[src/rtl/square_window_rotate_defines.svh]
// Assertion helpers shared by the RTL that checks itself.
// Both expect clk and arst_n in scope.
`ifndef SQUARE_WINDOW_ROTATE_DEFINES_SVH
`define SQUARE_WINDOW_ROTATE_DEFINES_SVH

// Same-cycle implication.
`define SWR_ASSERT_IMPL(lbl, pre, post) \
	lbl: assert property (@(posedge clk) disable iff (!arst_n) (pre) |-> (post)) \
		else $error("square_window_rotate: assertion failed");

// Next-cycle implication.
`define SWR_ASSERT_NEXT(lbl, pre, post) \
	lbl: assert property (@(posedge clk) disable iff (!arst_n) (pre) |=> (post)) \
		else $error("square_window_rotate: assertion failed");

`endif

[src/rtl/sqwr_pkg.sv]
package sqwr_pkg;

	localparam int DEF_MAX_SIDE = 64;
	localparam int RESET_SIDE   = 64;
	localparam int SIZE_W       = 7;
	localparam int VAL_W        = 13;
	localparam int COORD_W      = 6;
	localparam int RAD_W        = 5;
	localparam int QUEUE_DEPTH  = 2;

	// Opcodes of an input beat
	localparam logic [1:0] OP_INIT   = 2'd0;
	localparam logic [1:0] OP_ROTATE = 2'd1;
	localparam logic [1:0] OP_READ   = 2'd2;

	// Work kinds handed from front to back
	typedef enum logic [1:0] {
		K_INIT = 2'd0,
		K_ROT  = 2'd1,
		K_READ = 2'd2,
		K_NONE = 2'd3
	} kind_t;

	typedef struct packed {
		logic [1:0]         op;
		logic [COORD_W-1:0] center_row;
		logic [COORD_W-1:0] center_col;
		logic [RAD_W-1:0]   radius;
		logic               direction;
	} item_t;

	typedef struct packed {
		logic [VAL_W-1:0] cell_value;
		logic             status;
	} res_t;

	// Classified command; for a read, top/left hold the cell coordinates
	typedef struct packed {
		kind_t              kind;
		logic               status;
		logic [COORD_W-1:0] top;
		logic [COORD_W-1:0] left;
		logic [COORD_W-1:0] side;
		logic               ccw;
		logic [SIZE_W-1:0]  n;
	} cmd_t;

endpackage

[src/rtl/sqwr_fifo.sv]
module sqwr_fifo #(
	parameter int WIDTH = 8,
	parameter int DEPTH = sqwr_pkg::QUEUE_DEPTH
) (
	input  logic clk,
	input  logic arst_n,
	input  logic push,
	input  logic [WIDTH-1:0] din,
	output logic full,
	input  logic pop,
	output logic [WIDTH-1:0] dout,
	output logic empty
);
	localparam int PW = (DEPTH > 1) ? $clog2(DEPTH) : 1;
	localparam int CW = $clog2(DEPTH + 1);

	logic [WIDTH-1:0] mem_q [DEPTH];
	logic [PW-1:0]    wr_ptr_q, rd_ptr_q;
	logic [CW-1:0]    count_q;
	logic             do_push, do_pop;

	assign full    = (count_q == CW'(DEPTH));
	assign empty   = (count_q == '0);
	assign do_push = push && !full;
	assign do_pop  = pop && !empty;
	assign dout    = mem_q[rd_ptr_q];

	// payload storage
	always_ff @(posedge clk) begin
		if (do_push) begin
			mem_q[wr_ptr_q] <= din;
		end
	end

	// pointers and fill level
	always_ff @(posedge clk or negedge arst_n) begin
		if (!arst_n) begin
			wr_ptr_q <= '0;
			rd_ptr_q <= '0;
			count_q  <= '0;
		end else begin
			if (do_push) begin
				wr_ptr_q <= (wr_ptr_q == PW'(DEPTH - 1)) ? '0 : wr_ptr_q + PW'(1);
			end
			if (do_pop) begin
				rd_ptr_q <= (rd_ptr_q == PW'(DEPTH - 1)) ? '0 : rd_ptr_q + PW'(1);
			end
			if (do_push && !do_pop) begin
				count_q <= count_q + CW'(1);
			end else if (do_pop && !do_push) begin
				count_q <= count_q - CW'(1);
			end
		end
	end
endmodule

[config.mk]
export PLATFORM = sky130hd
export DESIGN_NAME = sqwr_fifo
export DESIGN_NICKNAME = d
export VERILOG_FILES = /design/src/rtl/square_window_rotate_defines.svh /design/src/rtl/sqwr_pkg.sv /design/src/rtl/sqwr_fifo.sv
export SDC_FILE = /design/constraint.sdc
export NUM_CORES = 1
export LEC_CHECK = 0
export ABC_AREA = 1
export BUFFER_PORTS_ARGS = -buffer_cell sky130_fd_sc_hd__buf_2
export CAP_MARGIN = 30
export CELL_PAD_IN_SITES_DETAIL_PLACEMENT = 0
export CELL_PAD_IN_SITES_GLOBAL_PLACEMENT = 2
export CORE_ASPECT_RATIO = 1.25
export CORE_MARGIN = 2
export CORE_UTILIZATION = 31
export CTS_CLUSTER_SIZE = 25
export DETAILED_ROUTE_END_ITERATION = 10
export PLACE_DENSITY_LB_ADDON = 0.1
export SLEW_MARGIN = 10
export SYNTH_ARGS = -nofsm -noshare
export SYNTH_HDL_FRONTEND = slang
export SYNTH_SLANG_ARGS = --single-unit
[constraint.sdc]
create_clock -name clk -period 1.9 [get_ports clk]
set_input_delay 0.19 -clock clk [delete_from_list [all_inputs] [get_ports clk]]
set_output_delay 0.19 -clock clk [all_outputs]
set_load 0.02 [all_outputs]
# [After elaboration in Yosys (flattened, before gate mapping)]
# Memory sizes are Yosys's and may differ from the RTL's.
# Index checks and enable logic that the tools add are counted.
[word_totals] ff_bits=4 ramBits=16 inputBits=12 out_inout_bits=10 wordCells=25 mem_count=1
[classes] n_addsub=4 eq_ne=1 mux=6 n_reduce_logical=10
[memory_table] memory="mem_q" words=2 word_bits=8 read_ports=1 rd_ports_with_merged_regs=0 write_ports=1 line_no="sqwr_fifo.sv:17" rtl="logic [WIDTH-1:0] mem_q [DEPTH];"
[op_table] operator="$logic_and A1 B1 Y1" n=4
[op_table] operator="$logic_not A1 Y1" n=4
[op_table] operator="$mux W1" n=4
[op_table] operator="$mux W2" n=2
[op_table] operator="$add A1 B1 Y1 const B" n=2
[op_table] operator="$add A2 B1 Y2 const B" n=1
[op_table] operator="$eq A2 B2 Y1 const B" n=1
[op_table] operator="$logic_not A2 Y1" n=1
[op_table] operator="$reduce_bool A2 Y1" n=1
[op_table] operator="$sub A2 B1 Y2 const B" n=1

# [Longest topological paths before layout]
[depth] word_depth=7 depth_mapped=9 mapped_depth_nobuf=9

# [Worst setup path after synthesis]
# OpenSTA, ideal clock, no wires.
[synth_timing] kind="register to register" start="register count_q[0]" end="register count_q[1]" setup_ns=0.117 arrival_time_ns=1.282 path_slack_ns=0.501 stages_incl_launch_ff=8 path_buffers=0 path_cell_list="dfrtp_1 nor2_2 nor2_2 ha_1 inv_1 nand3_1 nand2_1 nand2_1"
[synth_via] elab_chain_cells=6
[synth_rtl] element="from (decl)" line_no="sqwr_fifo.sv:19" rtl="logic [CW-1:0] count_q;"
[synth_rtl] element="from (signal assigned)" line_no="sqwr_fifo.sv:49" rtl="count_q <= count_q + CW'(1);"
[synth_rtl] element="from (signal assigned)" line_no="sqwr_fifo.sv:51" rtl="count_q <= count_q - CW'(1);"
[synth_rtl] element="$eq A2 B2 Y1 *" line_no="sqwr_fifo.sv:22" rtl="assign full = (count_q == CW'(DEPTH));"
[synth_rtl] element="via full" line_no="sqwr_fifo.sv:9" rtl="output logic full,"
[synth_rtl] element="$logic_not A1 Y1 *" line_no="sqwr_fifo.sv:24" rtl="assign do_push = push && !full;"
[synth_rtl] element="$logic_and A1 B1 Y1 *" line_no="sqwr_fifo.sv:24"
[synth_rtl] element="$logic_not A1 Y1" line_no="sqwr_fifo.sv:50" rtl="end else if (do_pop && !do_push) begin"
[synth_rtl] element="$logic_and A1 B1 Y1" line_no="sqwr_fifo.sv:50"
[synth_rtl] element="$reduce_bool A2 Y1 (no source line)"
# Mark *: on every way through the listed nets, which the timed path passes. The rest lies on a longest branch. The select of a mux whose other input is x is not followed.
# A chain may end at the register's enable or synchronous reset.

# [Worst setup path after layout]
[layout_timing] start="register rd_ptr_q" end="output port dout[5]"
[layout_via] elab_chain_cells=1
[layout_rtl] element="from (decl)" line_no="sqwr_fifo.sv:18" rtl="logic [PW-1:0] wr_ptr_q, rd_ptr_q;"
[layout_rtl] element="from (signal assigned)" line_no="sqwr_fifo.sv:46" rtl="rd_ptr_q <= (rd_ptr_q == PW'(DEPTH - 1)) ? '0 : rd_ptr_q + PW'(1);"
[layout_rtl] element="$mem_v2 Z2 W8"
[layout_rtl] element="to (decl)" line_no="sqwr_fifo.sv:11" rtl="output logic [WIDTH-1:0] dout,"
# Every way passes these cells.

==> impl_metrics.ini <==
[finish]
area_growth_syn_to_layout_pct = 22.9
fin_nets = 113
layout_commonest_cell = nand2_1
fillers = 276
final_cell_mix = nand2_1, buf_2, edfxtp_1
design_area_um2 = 995
finish.utilization_pct = 40.6
drive_gt1_share_pct = 28.3
diodes = 0

[synth]
seq_area_frac_synth_pct = 71.7
ys_warn_count = 0
avgSynthCellArea_um2 = 11.1
ys_ff_latch = 20
yosys.area.top_type = edfxtp_1
synth_nets = 86
synth_cell_types = 14
synthTopCellsByArea = edfxtp_1, nand2_1, dfrtp_1, inv_1, ha_1
syn_area_um2 = 810
synth_top_area_share_pct = 59.4
synthCells = 73

[min_path]
hold_start = din[6]
holdPathStages = 1
min_path_type = in2reg
whs_endpoint = mem_q[1][6]$_DFFE_PP_

[floorplanning]
chipHeight_um = 61.1
row_count = 20
core_mm2 = 0.00245
start_util_pct = 33.0
io_pins = 22
fp.dieArea_mm2 = 0.00304
die_w_um = 49.7

[sta]
final-hold-violation-count = 0
relSlewSlack_pct = 77.4
fmax_mhz = 674
tightest_slew_ns = 0.339
fin_ws_ns = 0.416
clock_skew_ns = 0.00542
post-route-period-util_pct = 78.1
drv_slew = 0
rsz0062_at_grt = false
setup_tns_ns = 0
setup_violations = 0
min_period_ns = 1.48

[placement]
gp_routability_congestion = 0.694
hpwl_mm = 1.12
postPlaceCellArea_um2 = 958
pre_cts_slack_ns = 0.457
io_buffers = 21

[setup_path]
start_kind = register
cp.arrival_ns = 1.29
r2r_cells = 6
r2r-start = count_q[0]$_DFFE_PN0P_
path_max_fanout = 10
r2r_setup_slack_ns = 0.47
cp-end-kind = output pin
reg2reg_to = count_q[1]$_DFFE_PN0P_
path_class = reg2out
cp.required_ns = 1.71

[clock_network]
clock_path_buffers = 2
clk_pin_slew_worst_paths_ns = 0.11
cts_buffers = 3
htreeDepth = 1
cts_sinks = 20
clk_latency_ns = 0.29
cts_tree = done
cts-root-buf = clkbuf_4

[global_routing]
grt_max_degree = 12
grt_pass1_vias = 509
grt_overflow = 0
grt_pass1_wl_mm = 2.23
grt_usage_pct = 10.6
antenna_found_initial = 0

[detailed_routing]
ant_nets = 0
dr.pass1.iters = 3
drc = 0
drt-vias-per-instance = 4.23
wirelength_mm = 1.39
routedWlPerCell_um = 10.5
routed-via-count = 559
dr.first_iter.drc_count = 15

[run]
drv_cap = 0

[status]
status = finished clean

[pwr]
power.density_mw_per_mm2 = 1500
vdd_drop_max_mv = 0.905
leakagePower_nw = 0.469
==> critical path, cell delays in order (launching register included) <==
cell     delay [ns]
dfrtp_1        0.56
inv_2          0.16
nand2_1        0.10
nand2_1        0.04
buf_2          0.15
==> Yosys cell counts <==
master	instances
nand3_1	1
ha_1	1
dfrtp_1	4
xnor2_1	1
edfxtp_1	16
nand2_1	33
inv_1	7
nor2_1	2
o21ai_0	2
nand3b_1	1
nor2_2	2
nand4_1	1
inv_2	1
buf_2	1
==> state kept, by name (all words and copies together) (netlist names) <==
name,flops
wr_ptr_q,1
mem_q,16
count_q,2
rd_ptr_q,1
==> metrics by stage <==
step / hold WS [ns] / power [mW] / instances
detailed placement: 0.00803 / 1.32 / 127
finish: 0.0808 / 1.49 / 132
global route: 0.0545 / 1.62 / 132
global placement: 0.00661 / 1.32 / 127
CTS: 0.0712 / 1.52 / 132
floorplan: -0.106 / 1.12 / 73
==> report_power, final <==
part | leakage (nW) | switching (mW) | internal (mW) | total [mW]
clock | 0.0154 | 0.120 | 0.0763 | 0.196
combinational | 0.257 | 0.397 | 0.205 | 0.602
sequential | 0.197 | 0.0826 | 0.608 | 0.691
==> kinds of logic after synthesis <==
group	count (synthesis)	share of synthesized area, %
buffers and inverters	9	4.33
adder cells (fa/ha/maj)	1	1.55
AO/OA/AOI/OAI	2	1.24
AND/OR/NAND/NOR	40	20.1
flip-flops	20	71.7
XOR/XNOR	1	1.08
==> worst max path at each step <==
stage / to / from / cells after the start / slack [ns]
6_report: dout[5] / rd_ptr_q$_DFFE_PN0P_ / 4 / 0.42
5_1_grt: dout[5] / rd_ptr_q$_DFFE_PN0P_ / 4 / 0.22
4_1_cts: dout[2] / rd_ptr_q$_DFFE_PN0P_ / 4 / 0.35
3_5_place_dp: count_q[1]$_DFFE_PN0P_ / count_q[0]$_DFFE_PN0P_ / 6 / 0.46
3_3_place_gp: count_q[1]$_DFFE_PN0P_ / count_q[0]$_DFFE_PN0P_ / 6 / 0.42
2_1_floorplan: count_q[1]$_DFFE_PN0P_ / count_q[0]$_DFFE_PN0P_ / 7 / 0.50
==> repair_timing <==
action / 4_1_cts / 5_1_grt
setup buffers: 0 / 0
hold buffers: 1 / 0
resized for setup: 0 / 0
hold endpoints to repair: 4 / 0
==> area by class of cell <==
class	count	area [µm²]	share of cell area, %
multi-input combinational	44	194	19.5
clock buffer	3	22.5	2.26
sequential	20	581	58.4
timing repair buffer	23	123	12.3
tap	33	41.3	4.15
clock inverter	1	3.75	0.377
inverter	8	30.0	3.02
==> metal layers <==
metal  wire (µm)  up-vias  share of wire [%]  track usage (%)
met3          39        2                2.8             1.70
met4          27        0                1.9             9.52
met1         567      257                 41             10.9
li1            -      287                  -                -
met5           0        -                  0                0
met2         754       13                 54             18.9
Note: power is estimated with default switching activity, not from simulation.
