### src/rtl/square_window_rotate_defines.svh
// Assertion helpers shared by the RTL that checks itself.
// Both expect clk and arst_n in scope.
`ifndef SQUARE_WINDOW_ROTATE_DEFINES_SVH
`define SQUARE_WINDOW_ROTATE_DEFINES_SVH

// Same-cycle implication.
`define SWR_ASSERT_IMPL(lbl, pre, post) \
	lbl: assert property (@(posedge clk) disable iff (!arst_n) (pre) |-> (post)) \
		else $error("square_window_rotate: assertion failed");

// Next-cycle implication.
`define SWR_ASSERT_NEXT(lbl, pre, post) \
	lbl: assert property (@(posedge clk) disable iff (!arst_n) (pre) |=> (post)) \
		else $error("square_window_rotate: assertion failed");

`endif

### src/rtl/sqwr_pkg.sv
package sqwr_pkg;

	localparam int DEF_MAX_SIDE = 64;
	localparam int RESET_SIDE   = 64;
	localparam int SIZE_W       = 7;
	localparam int VAL_W        = 13;
	localparam int COORD_W      = 6;
	localparam int RAD_W        = 5;
	localparam int QUEUE_DEPTH  = 2;

	// Opcodes of an input beat
	localparam logic [1:0] OP_INIT   = 2'd0;
	localparam logic [1:0] OP_ROTATE = 2'd1;
	localparam logic [1:0] OP_READ   = 2'd2;

	// Work kinds handed from front to back
	typedef enum logic [1:0] {
		K_INIT = 2'd0,
		K_ROT  = 2'd1,
		K_READ = 2'd2,
		K_NONE = 2'd3
	} kind_t;

	typedef struct packed {
		logic [1:0]         op;
		logic [COORD_W-1:0] center_row;
		logic [COORD_W-1:0] center_col;
		logic [RAD_W-1:0]   radius;
		logic               direction;
	} item_t;

	typedef struct packed {
		logic [VAL_W-1:0] cell_value;
		logic             status;
	} res_t;

	// Classified command; for a read, top/left hold the cell coordinates
	typedef struct packed {
		kind_t              kind;
		logic               status;
		logic [COORD_W-1:0] top;
		logic [COORD_W-1:0] left;
		logic [COORD_W-1:0] side;
		logic               ccw;
		logic [SIZE_W-1:0]  n;
	} cmd_t;

endpackage

### src/rtl/sqwr_front.sv
module sqwr_front #(
	parameter int MAX_SIDE = sqwr_pkg::DEF_MAX_SIDE
) (
	input  logic                        clk,
	input  logic                        arst_n,
	input  logic                        push,
	output logic                        full,
	input  sqwr_pkg::item_t             cmd,
	input  logic                        grid_size_we,
	input  logic [sqwr_pkg::SIZE_W-1:0] grid_size,
	input  logic                        clearing,
	input  logic                        cmdq_full,
	output logic                        cmdq_push,
	output sqwr_pkg::cmd_t              cmdq_data
);
	import sqwr_pkg::*;

	logic [SIZE_W-1:0]  grid_size_q;
	logic [SIZE_W-1:0]  n;
	logic [SIZE_W-1:0]  row_hi, col_hi;
	logic               win_bad, cell_bad;

	// configuration register
	always_ff @(posedge clk or negedge arst_n) begin
		if (!arst_n) begin
			grid_size_q <= SIZE_W'(RESET_SIDE);
		end else if (grid_size_we) begin
			grid_size_q <= grid_size;
		end
	end

	// side in use: zero acts as one, clamp at MAX_SIDE
	always_comb begin
		if (grid_size_q == '0) begin
			n = SIZE_W'(1);
		end else if ({3'b000, grid_size_q} > 10'(MAX_SIDE)) begin
			n = SIZE_W'(MAX_SIDE);
		end else begin
			n = grid_size_q;
		end
	end

	// bounds checks
	assign row_hi   = {1'b0, cmd.center_row} + {2'b00, cmd.radius};
	assign col_hi   = {1'b0, cmd.center_col} + {2'b00, cmd.radius};
	assign win_bad  = (cmd.center_row < {1'b0, cmd.radius}) ||
	                  (cmd.center_col < {1'b0, cmd.radius}) ||
	                  (row_hi >= n) || (col_hi >= n);
	assign cell_bad = ({1'b0, cmd.center_row} >= n) || ({1'b0, cmd.center_col} >= n);

	// classify the beat
	always_comb begin
		cmdq_data.status = 1'b0;
		cmdq_data.top    = cmd.center_row - {1'b0, cmd.radius};
		cmdq_data.left   = cmd.center_col - {1'b0, cmd.radius};
		cmdq_data.side   = {cmd.radius, 1'b1};
		cmdq_data.ccw    = cmd.direction;
		cmdq_data.n      = n;
		case (cmd.op)
			OP_INIT: begin
				cmdq_data.kind = K_INIT;
			end
			OP_ROTATE: begin
				cmdq_data.kind   = win_bad ? K_NONE : K_ROT;
				cmdq_data.status = win_bad;
			end
			OP_READ: begin
				cmdq_data.kind   = cell_bad ? K_NONE : K_READ;
				cmdq_data.status = cell_bad;
				cmdq_data.top    = cmd.center_row;
				cmdq_data.left   = cmd.center_col;
			end
			default: begin
				cmdq_data.kind   = K_NONE;
				cmdq_data.status = 1'b1;
			end
		endcase
	end

	assign full      = cmdq_full || clearing;
	assign cmdq_push = push && !full;
endmodule

### config.mk
export PLATFORM = sky130hd
export DESIGN_NAME = sqwr_front
export DESIGN_NICKNAME = d
export VERILOG_FILES = /design/src/rtl/square_window_rotate_defines.svh /design/src/rtl/sqwr_pkg.sv /design/src/rtl/sqwr_front.sv
export SDC_FILE = /design/constraint.sdc
export NUM_CORES = 1
export LEC_CHECK = 0
export BUFFER_PORTS_ARGS = -buffer_cell sky130_fd_sc_hd__buf_2
export CORE_MARGIN = 2
export CORE_UTILIZATION = 47
export CTS_CLUSTER_DIAMETER = 40
export DETAILED_ROUTE_END_ITERATION = 7
export PLACE_DENSITY = 0.79
export SLEW_MARGIN = 25
export SYNTH_ARGS = -nofsm -noshare
export SYNTH_HDL_FRONTEND = slang
export SYNTH_SLANG_ARGS = --single-unit
### constraint.sdc
create_clock -name clk -period 3.4 [get_ports clk]
set_input_delay 0.68 -clock clk [delete_from_list [all_inputs] [get_ports clk]]
set_output_delay 0.68 -clock clk [all_outputs]
set_load 0.05 [all_outputs]
== After elaboration in Yosys (flattened, before gate mapping) ==
Index checks and enable logic that the tools add are counted.

* Equal/unequal tests: 2
* $add $sub $neg: 4
* Reductions and logical operators: 9
* Muxes and demuxes: 7
* $lt $le $gt $ge: 7

{| class="wikitable"
|+ Operator list
! cell !! number
|-
| adder 6 x 5 -> 7 bit || 2
|-
| greater-or-equal comparator 6 x 7 -> 1 bit || 2
|-
| greater-or-equal comparator 7 bit || 2
|-
| 2-to-1 mux 7 bit || 2
|-
| < comparator 6 x 5 -> 1 bit || 2
|-
| 2-to-1 mux 12 bit || 1
|-
| subtractor 6 x 5 -> 6 bit || 2
|-
| > comparator 7 bit (second input constant) || 1
|-
| zero test 7 bit || 1
|-
| case mux 2 bit (3 select lines) || 1
|-
| logical OR 1 bit || 5
|-
| case mux 1 bit (3 select lines) || 1
|-
| equality test 2 x 1 -> 1 bit (second input constant) || 1
|-
| equality test 2 bit (second input constant) || 1
|-
| zero test 2 bit || 1
|-
| 2-to-1 mux 2 bit || 1
|-
| logical AND 1 bit || 1
|-
| zero test 1 bit || 1
|-
| 2-to-1 mux 1 bit || 1
|}

* Word-level logic and storage cells: 30
* Output and inout bits: 31
* Register bits: 7
* Input bits: 33

== Depth between registers and ports, before layout ==
Gate-level depths: netlist of run 1.

* Word-level depth: 8
* Depth in mapped cells: 13
* Mapped depth without buffers: 13

== Worst setup path after synthesis of run 1 ==
OpenSTA, ideal clock, no wires.

* Path kind: input -> output
* Start point: input port cmd[2] (netlist bit)
* End point: output port cmdq_data[28] (netlist bit)
* Cell stages on the path: 13
* Buffers on the path: 0
* Setup slack: -0.390 ns
* Data required time: 2.720 ns
* Arrival: 3.110 ns
* Path through: inv_1 > ha_1 > nand2b_1 > a21oi_1 > o21a_1 > or4_1 > o311a_1 > ha_1 > a211oi_1 > o211ai_1 > a211oi_2 > a41oi_1 > or2_1

{| class="wikitable"
|+ RTL lines
! what !! line !! source
|-
| from (decl) || sqwr_front.sv:8 || <nowiki>input sqwr_pkg::item_t cmd,</nowiki>
|-
| to (decl) || sqwr_front.sv:14 || <nowiki>output sqwr_pkg::cmd_t cmdq_data</nowiki>
|}

==> reports/results.ini, run 1 <==
[run_status]
status = finished with violations
violations = negative setup slack

[critical_path]
worstReg2RegStart = grid_size_q[6]
critical_path_required_ns = 2.72
cp_cell_sequence = buf_2 > ha_4 > inv_1 > fa_2 > o21bai_1 > a21oi_2 > nor2_1 > o21a_1 > ha_1 > a211oi_2 > o211ai_1 > a211oi_2 > a41oi_2 > or2_4 > buf_8
cp.arrival_ns = 3.19
endpoint_kind = output pin
cp_top_family = compound AO/OA/AOI/OAI gates
path_buf_inv = 3
criticalPathCategory = in -> out
startpoint_type = primary input
crit_fanout = 3
slowest_delay_ns = 0.34
r2r_cells = 2
worst_r2r_endpoint = grid_size_q[6]
cp_common_cell = a211oi_2
regToRegSetupSlack_ns = 2.24
critPathSlowestCell = fa_2

[clock_network]
hold_buffers = 0
clock-sinks = 7
htree_levels = 1
clkLatencyLatePin_ns = 0.23
cts_buffer_depth = 2
numCtsBuffers = 3
path_clk_slew_ns = 0.04
cts_tree = done
cts_root_buffer = clkbuf_8

[routing]
drc = 0
drtIter0Drc = 108
antenna_left = 0
wire_per_inst_um = 14.9
vias = 2176
first_pass_iters = 4
wirelength_um = 5990
viasPerCell = 5.41

[global_routing]
grt_pass1_vias = 2139
grtUsageTotal = 0.267
grt_pass1_wl_um = 9340
grt-ovfl-total = 0
grt_start_max_net_pins = 17
antenna_found_initial = 0

[synth]
synthMuxAreaShare = 0.0447
synth_simple_gate_area_frac = 0.206
synth_top_flop_cell = dfrtp_1
synthAdderAreaFrac = 0.335
synth_compound_area_frac = 0.192
synth_edf_count = 0
synth_top_area_frac = 0.294
postSynth.asyncResetShare = 1.00
synth_area_mm2 = 0.00196
synth_most_common_cell = ha_1
avgSynthCellArea_um2 = 7.71
synth_top_family_by_area = adder cells
yosys.area.top_type = ha_1
synthXorXnorAreaFrac = 0.0358
syn_inst = 254
synthTopCellsByArea = ha_1 29%, dfrtp_1 7.7%, a21oi_1 5.6%
synthesis.nets = 337
yosysSeqAreaShare = 0.0901
yosys.cell_types.count = 45
synth-warning-count = 0
synth-seq-cells = 7
synth_commonest_cells = 46 x ha_1, 29 x nor2_1, 26 x inv_1

[power]
p_int_uw = 422
p_sw_uw = 430
finalPower_uw = 852
p_leak_nw = 1.46
pwr-share-clk = 0.137
ir_drop_mv = 0.293
power_frac_seq = 0.120
switching_share = 0.505
pwr-share-comb = 0.742
power.density_mw_per_mm2 = 302

[placed_design]
place_ws_ns = -0.655
place_area_mm2 = 0.00259
port_buffers = 60
dp_hpwl_um = 4620
placed_cells = 395
gp_congestion = 0.883

[hold_path]
hold_class = in -> async

[floorplanning]
initial_core_util = 0.490
fp-row-count = 23
core_area_mm2 = 0.00400
io_pins = 64
die_area_mm2 = 0.00470
die_y_um = 68.5
die_w_um = 68.5

[sta]
layout_min_cycle_time_ns = 3.87
tightest_slew_ns = 0.634
rsz0062_at_grt = yes
timing.final.ws_setup_ns = -0.467
fmax_mhz = 259
skew_ns = 0
finalCritPeriodShare = 1.14
fin_setup_tns_ns = -0.896
hold_ws_ns = 0.274
setup_viol = 2
relSlewSlack = 0.577
hold_viol = 0
drv_slew = 0

[cells_and_area]
antennaDiodeCount = 0
fin_area_mm2 = 0.00282
largestRegisters = grid_size_q x7
nNetsFinal = 436
final_core_utilization = 0.705
largest-register = grid_size_q
nFillCells = 321
largest_reg_flops = 7
layout-drive-gt1-share = 0.423
area_growth_pct = 44.0
layout.cells.non_filler = 402

[run]
drv_cap = 0

## cell families after synthesis
kind of cell,count (synthesis)
flip-flops,7
XOR/XNOR,8
other,1
buffers and inverters,42
multiplexers,8
AND/OR/NAND/NOR,80
adder cells (fa/ha/maj),50
AO/OA/AOI/OAI,58
## per-layer routing
metal / GRT usage / routed length [µm] / vias to the layer above
met5: 0 / 0 / -
met4: 0.110 / 136 / 0
met3: 0.0211 / 330 / 15
met2: 0.484 / 3040 / 79
met1: 0.321 / 2470 / 1016
li1: - / - / 1066
## layout make-up
cell class	count	area, µm²	share of cell area
multi-input cells	205	1710	0.608
repair buffers	109	711	0.252
clock buffers	4	45.0	0.0160
flip-flops and latches	7	176	0.0626
well taps	50	62.6	0.0222
inverters	27	110	0.0391
## worst max path at each step
stage               slack [ns]       endpoint  depth (start not counted)     from
floorplan                -0.29  cmdq_data[28]                         13   cmd[2]
global placement         -0.58  cmdq_data[28]                         15   cmd[2]
detailed placement       -0.65  cmdq_data[28]                         15   cmd[2]
CTS                      -0.49  cmdq_data[28]                         15   cmd[2]
global route             -0.57  cmdq_data[28]                         15   cmd[2]
finish                   -0.47  cmdq_data[28]                         15  cmd[12]
## cell usage in the layout (no fill, tap or decap), drive strengths merged, types with 3 or more instances in the layout
master,count
nor2,29
a211o,3
nand2,17
o211ai,3
a21o,3
nand2b,9
mux2,6
inv,26
xor2,6
dfrtp,6
o21ai,12
nor3,4
o21a,4
a211oi,4
ha,46
buf,109
nor2b,5
a21oi,22
clkbuf,4
fa,4
## what timing repair did
item / CTS / global route
buffers inserted: 2 / 1
pin swaps: 7 / 5
resized for setup: 28 / 11
endpoints found under the setup margin: 2 / 3
## power groups by stage
stage / combinational (mW) / clock, mW / sequential (mW)
after floorplan: 0.408 / 0 / 0.0992
after global placement: 0.560 / 0 / 0.101
after detailed placement: 0.580 / 0 / 0.102
after CTS: 0.608 / 0.121 / 0.101
after global routing: 0.689 / 0.124 / 0.104
final: 0.632 / 0.117 / 0.102
Power figures use the tool's default switching activity.
==> inputs of run 2 (changes only) <==
- PLACE_DENSITY: 0.79 -> default
- PLACE_DENSITY_LB_ADDON: default -> 0.08
- SLEW_MARGIN: 25 -> default
==> run 2 against run 1 <==
The run still ends with negative setup slack left. Clock skew is the same. Clock-buffer cell count stayed put. Clock power hardly changed. Wire length shrank 9.8%. Sequential cell count unchanged. Critical endpoint unchanged. Largest power group unchanged. First-iteration DRC count down 39%. Die area unchanged. Utilization fell by 1.1 points. Critical path depth stayed put. Cell count is 0.75% lower. Highest routed layer unchanged. Via count down 4.1%.
==> reports/results.ini, run 2 (synthesis gave the netlist of run 1 again) <==
[cells_and_area]
area_growth_pct = 41.8
nFillCells = 350
largest_reg_flops = 7
fin_area_mm2 = 0.00278
largest-register = grid_size_q
final_common_cell = buf_2
layout-drive-gt1-share = 0.404
antennaDiodeCount = 0
nNetsFinal = 433
layout.cells.non_filler = 399
largestRegisters = grid_size_q x7
final_cell_mix = 55 x buf_2, 46 x buf_4, 40 x ha_1, 28 x nor2_1, 24 x inv_1

[global_routing]
grt-ovfl-total = 0
antenna_found_initial = 0
grt_start_max_net_pins = 17
grt_busiest_layer = met2
grtUsageTotal = 0.249
grt_pass1_wl_um = 8780
met3_usage = 0.0211
grt_pass1_vias = 1999
grt_use_met2 = 0.430
grt_use_met1 = 0.328

[critical_path]
criticalPathCategory = in -> out
slowest_delay_ns = 0.40
startpoint_type = primary input
cp.arrival_ns = 3.19
critPathSlowestCell = or4_1
path_buf_inv = 3
critical_path_required_ns = 2.72
endpoint_kind = output pin
cp_top_family = compound AO/OA/AOI/OAI gates
crit_fanout = 3
cp_cell_sequence = buf_8 > inv_6 > ha_4 > nand2b_4 > a21oi_4 > o21a_1 > or4_1 > o311a_1 > ha_2 > a211oi_2 > o211ai_1 > a211oi_2 > a41oi_2 > or2_4 > buf_8

[hold_path]
hold_class = in -> async

[floorplanning]
fp-row-count = 23
die_y_um = 68.5
core_area_mm2 = 0.00400
die_w_um = 68.5
initial_core_util = 0.490
die_area_mm2 = 0.00470
io_pins = 64

[clock_network]
htree_levels = 1
cts_buffer_depth = 2
cts_root_buffer = clkbuf_8
numCtsBuffers = 3
cts_tree = done
clkLatencyLatePin_ns = 0.23
path_clk_slew_ns = 0.04
clock-sinks = 7

[routing]
drtIter0Drc = 66
antenna_left = 0
wirelength_um = 5400
first_pass_iters = 4
viasPerCell = 5.23
wire_per_inst_um = 13.5
drc = 0
vias = 2087

[sta]
timing.final.ws_setup_ns = -0.469
rsz0062_at_grt = yes
skew_ns = 0
finalCritPeriodShare = 1.14
fmax_mhz = 258
drv_slew = 0
relSlewSlack = 0.575
setup_viol = 2
hold_viol = 0
tightest_slew_ns = 0.638
layout_min_cycle_time_ns = 3.87

[placed_design]
gp_congestion = 0.847
dp_hpwl_um = 4570
port_buffers = 60
placed_cells = 394
place_area_mm2 = 0.00259

[run_status]
status = finished with violations
violations = negative setup slack

[power]
ir_drop_mv = 0.342
finalPower_uw = 822
p_leak_nw = 1.44
power.density_mw_per_mm2 = 296

[run]
drv_cap = 0

==> run 2: cell count changes in the layout (fill, tap and decap cells not counted), sizes merged <==
cell / delta
buf: -3
clkinv: +1
clkinvlp: -1
==> run 2: layout make-up <==
type | count | area, µm² | share of cell area
multi-input cells | 205 | 1690 | 0.610
clock buffers | 4 | 45.0 | 0.0162
well taps | 50 | 62.6 | 0.0225
inverters | 27 | 106 | 0.0383
flip-flops and latches | 7 | 176 | 0.0635
repair buffers | 106 | 692 | 0.249
==> run 2: worst paths after layout <==
check,depth (start not counted),end,slack (ns),startpoint
min in group clk,1,grid_size_q[0],0.51,grid_size_q[0]
min,1,grid_size_q[3],0.28,arst_n
min reg2reg,1,grid_size_q[0],0.51,grid_size_q[0]
max,15,cmdq_data[28],-0.47,cmd[2]
max reg2reg,3,grid_size_q[6],2.37,grid_size_q[6]
max in group asynchronous,1,grid_size_q[6],2.90,arst_n
==> run 2: metal layers <==
metal / share of wire / wire length [µm] / vias up
met3: 0.053 / 288 / 10
met4: 0.018 / 98 / 0
met1: 0.45 / 2420 / 957
met5: 0 / 0 / -
li1: - / - / 1062
met2: 0.48 / 2590 / 58
==> run 2: power breakdown <==
part	switching (mW)	internal, mW	leakage [nW]
clock	0.0333	0.0808	0.0228
sequential	0.00616	0.0929	0.0807
combinational	0.370	0.239	1.34
==> run 2: through the flow <==
stage,utilization,TNS (ns),hold WS (ns),setup WS (ns)
final,0.694,-0.901,0.276,-0.469
after detailed placement,0.647,-1.23,0.499,-0.644
after global routing,0.694,-1.09,0.285,-0.569
after global placement,0.647,-1.19,0.494,-0.626
after floorplan,-,-0.545,0.384,-0.289
after CTS,0.688,-0.972,0.275,-0.504
==> run 2: timing repair <==
action,4_1_cts,5_1_grt
gates resized for setup,29,5
buffers inserted,0,1
hold buffers,0,0
pin swaps,7,3
endpoints found under the setup margin,2,2
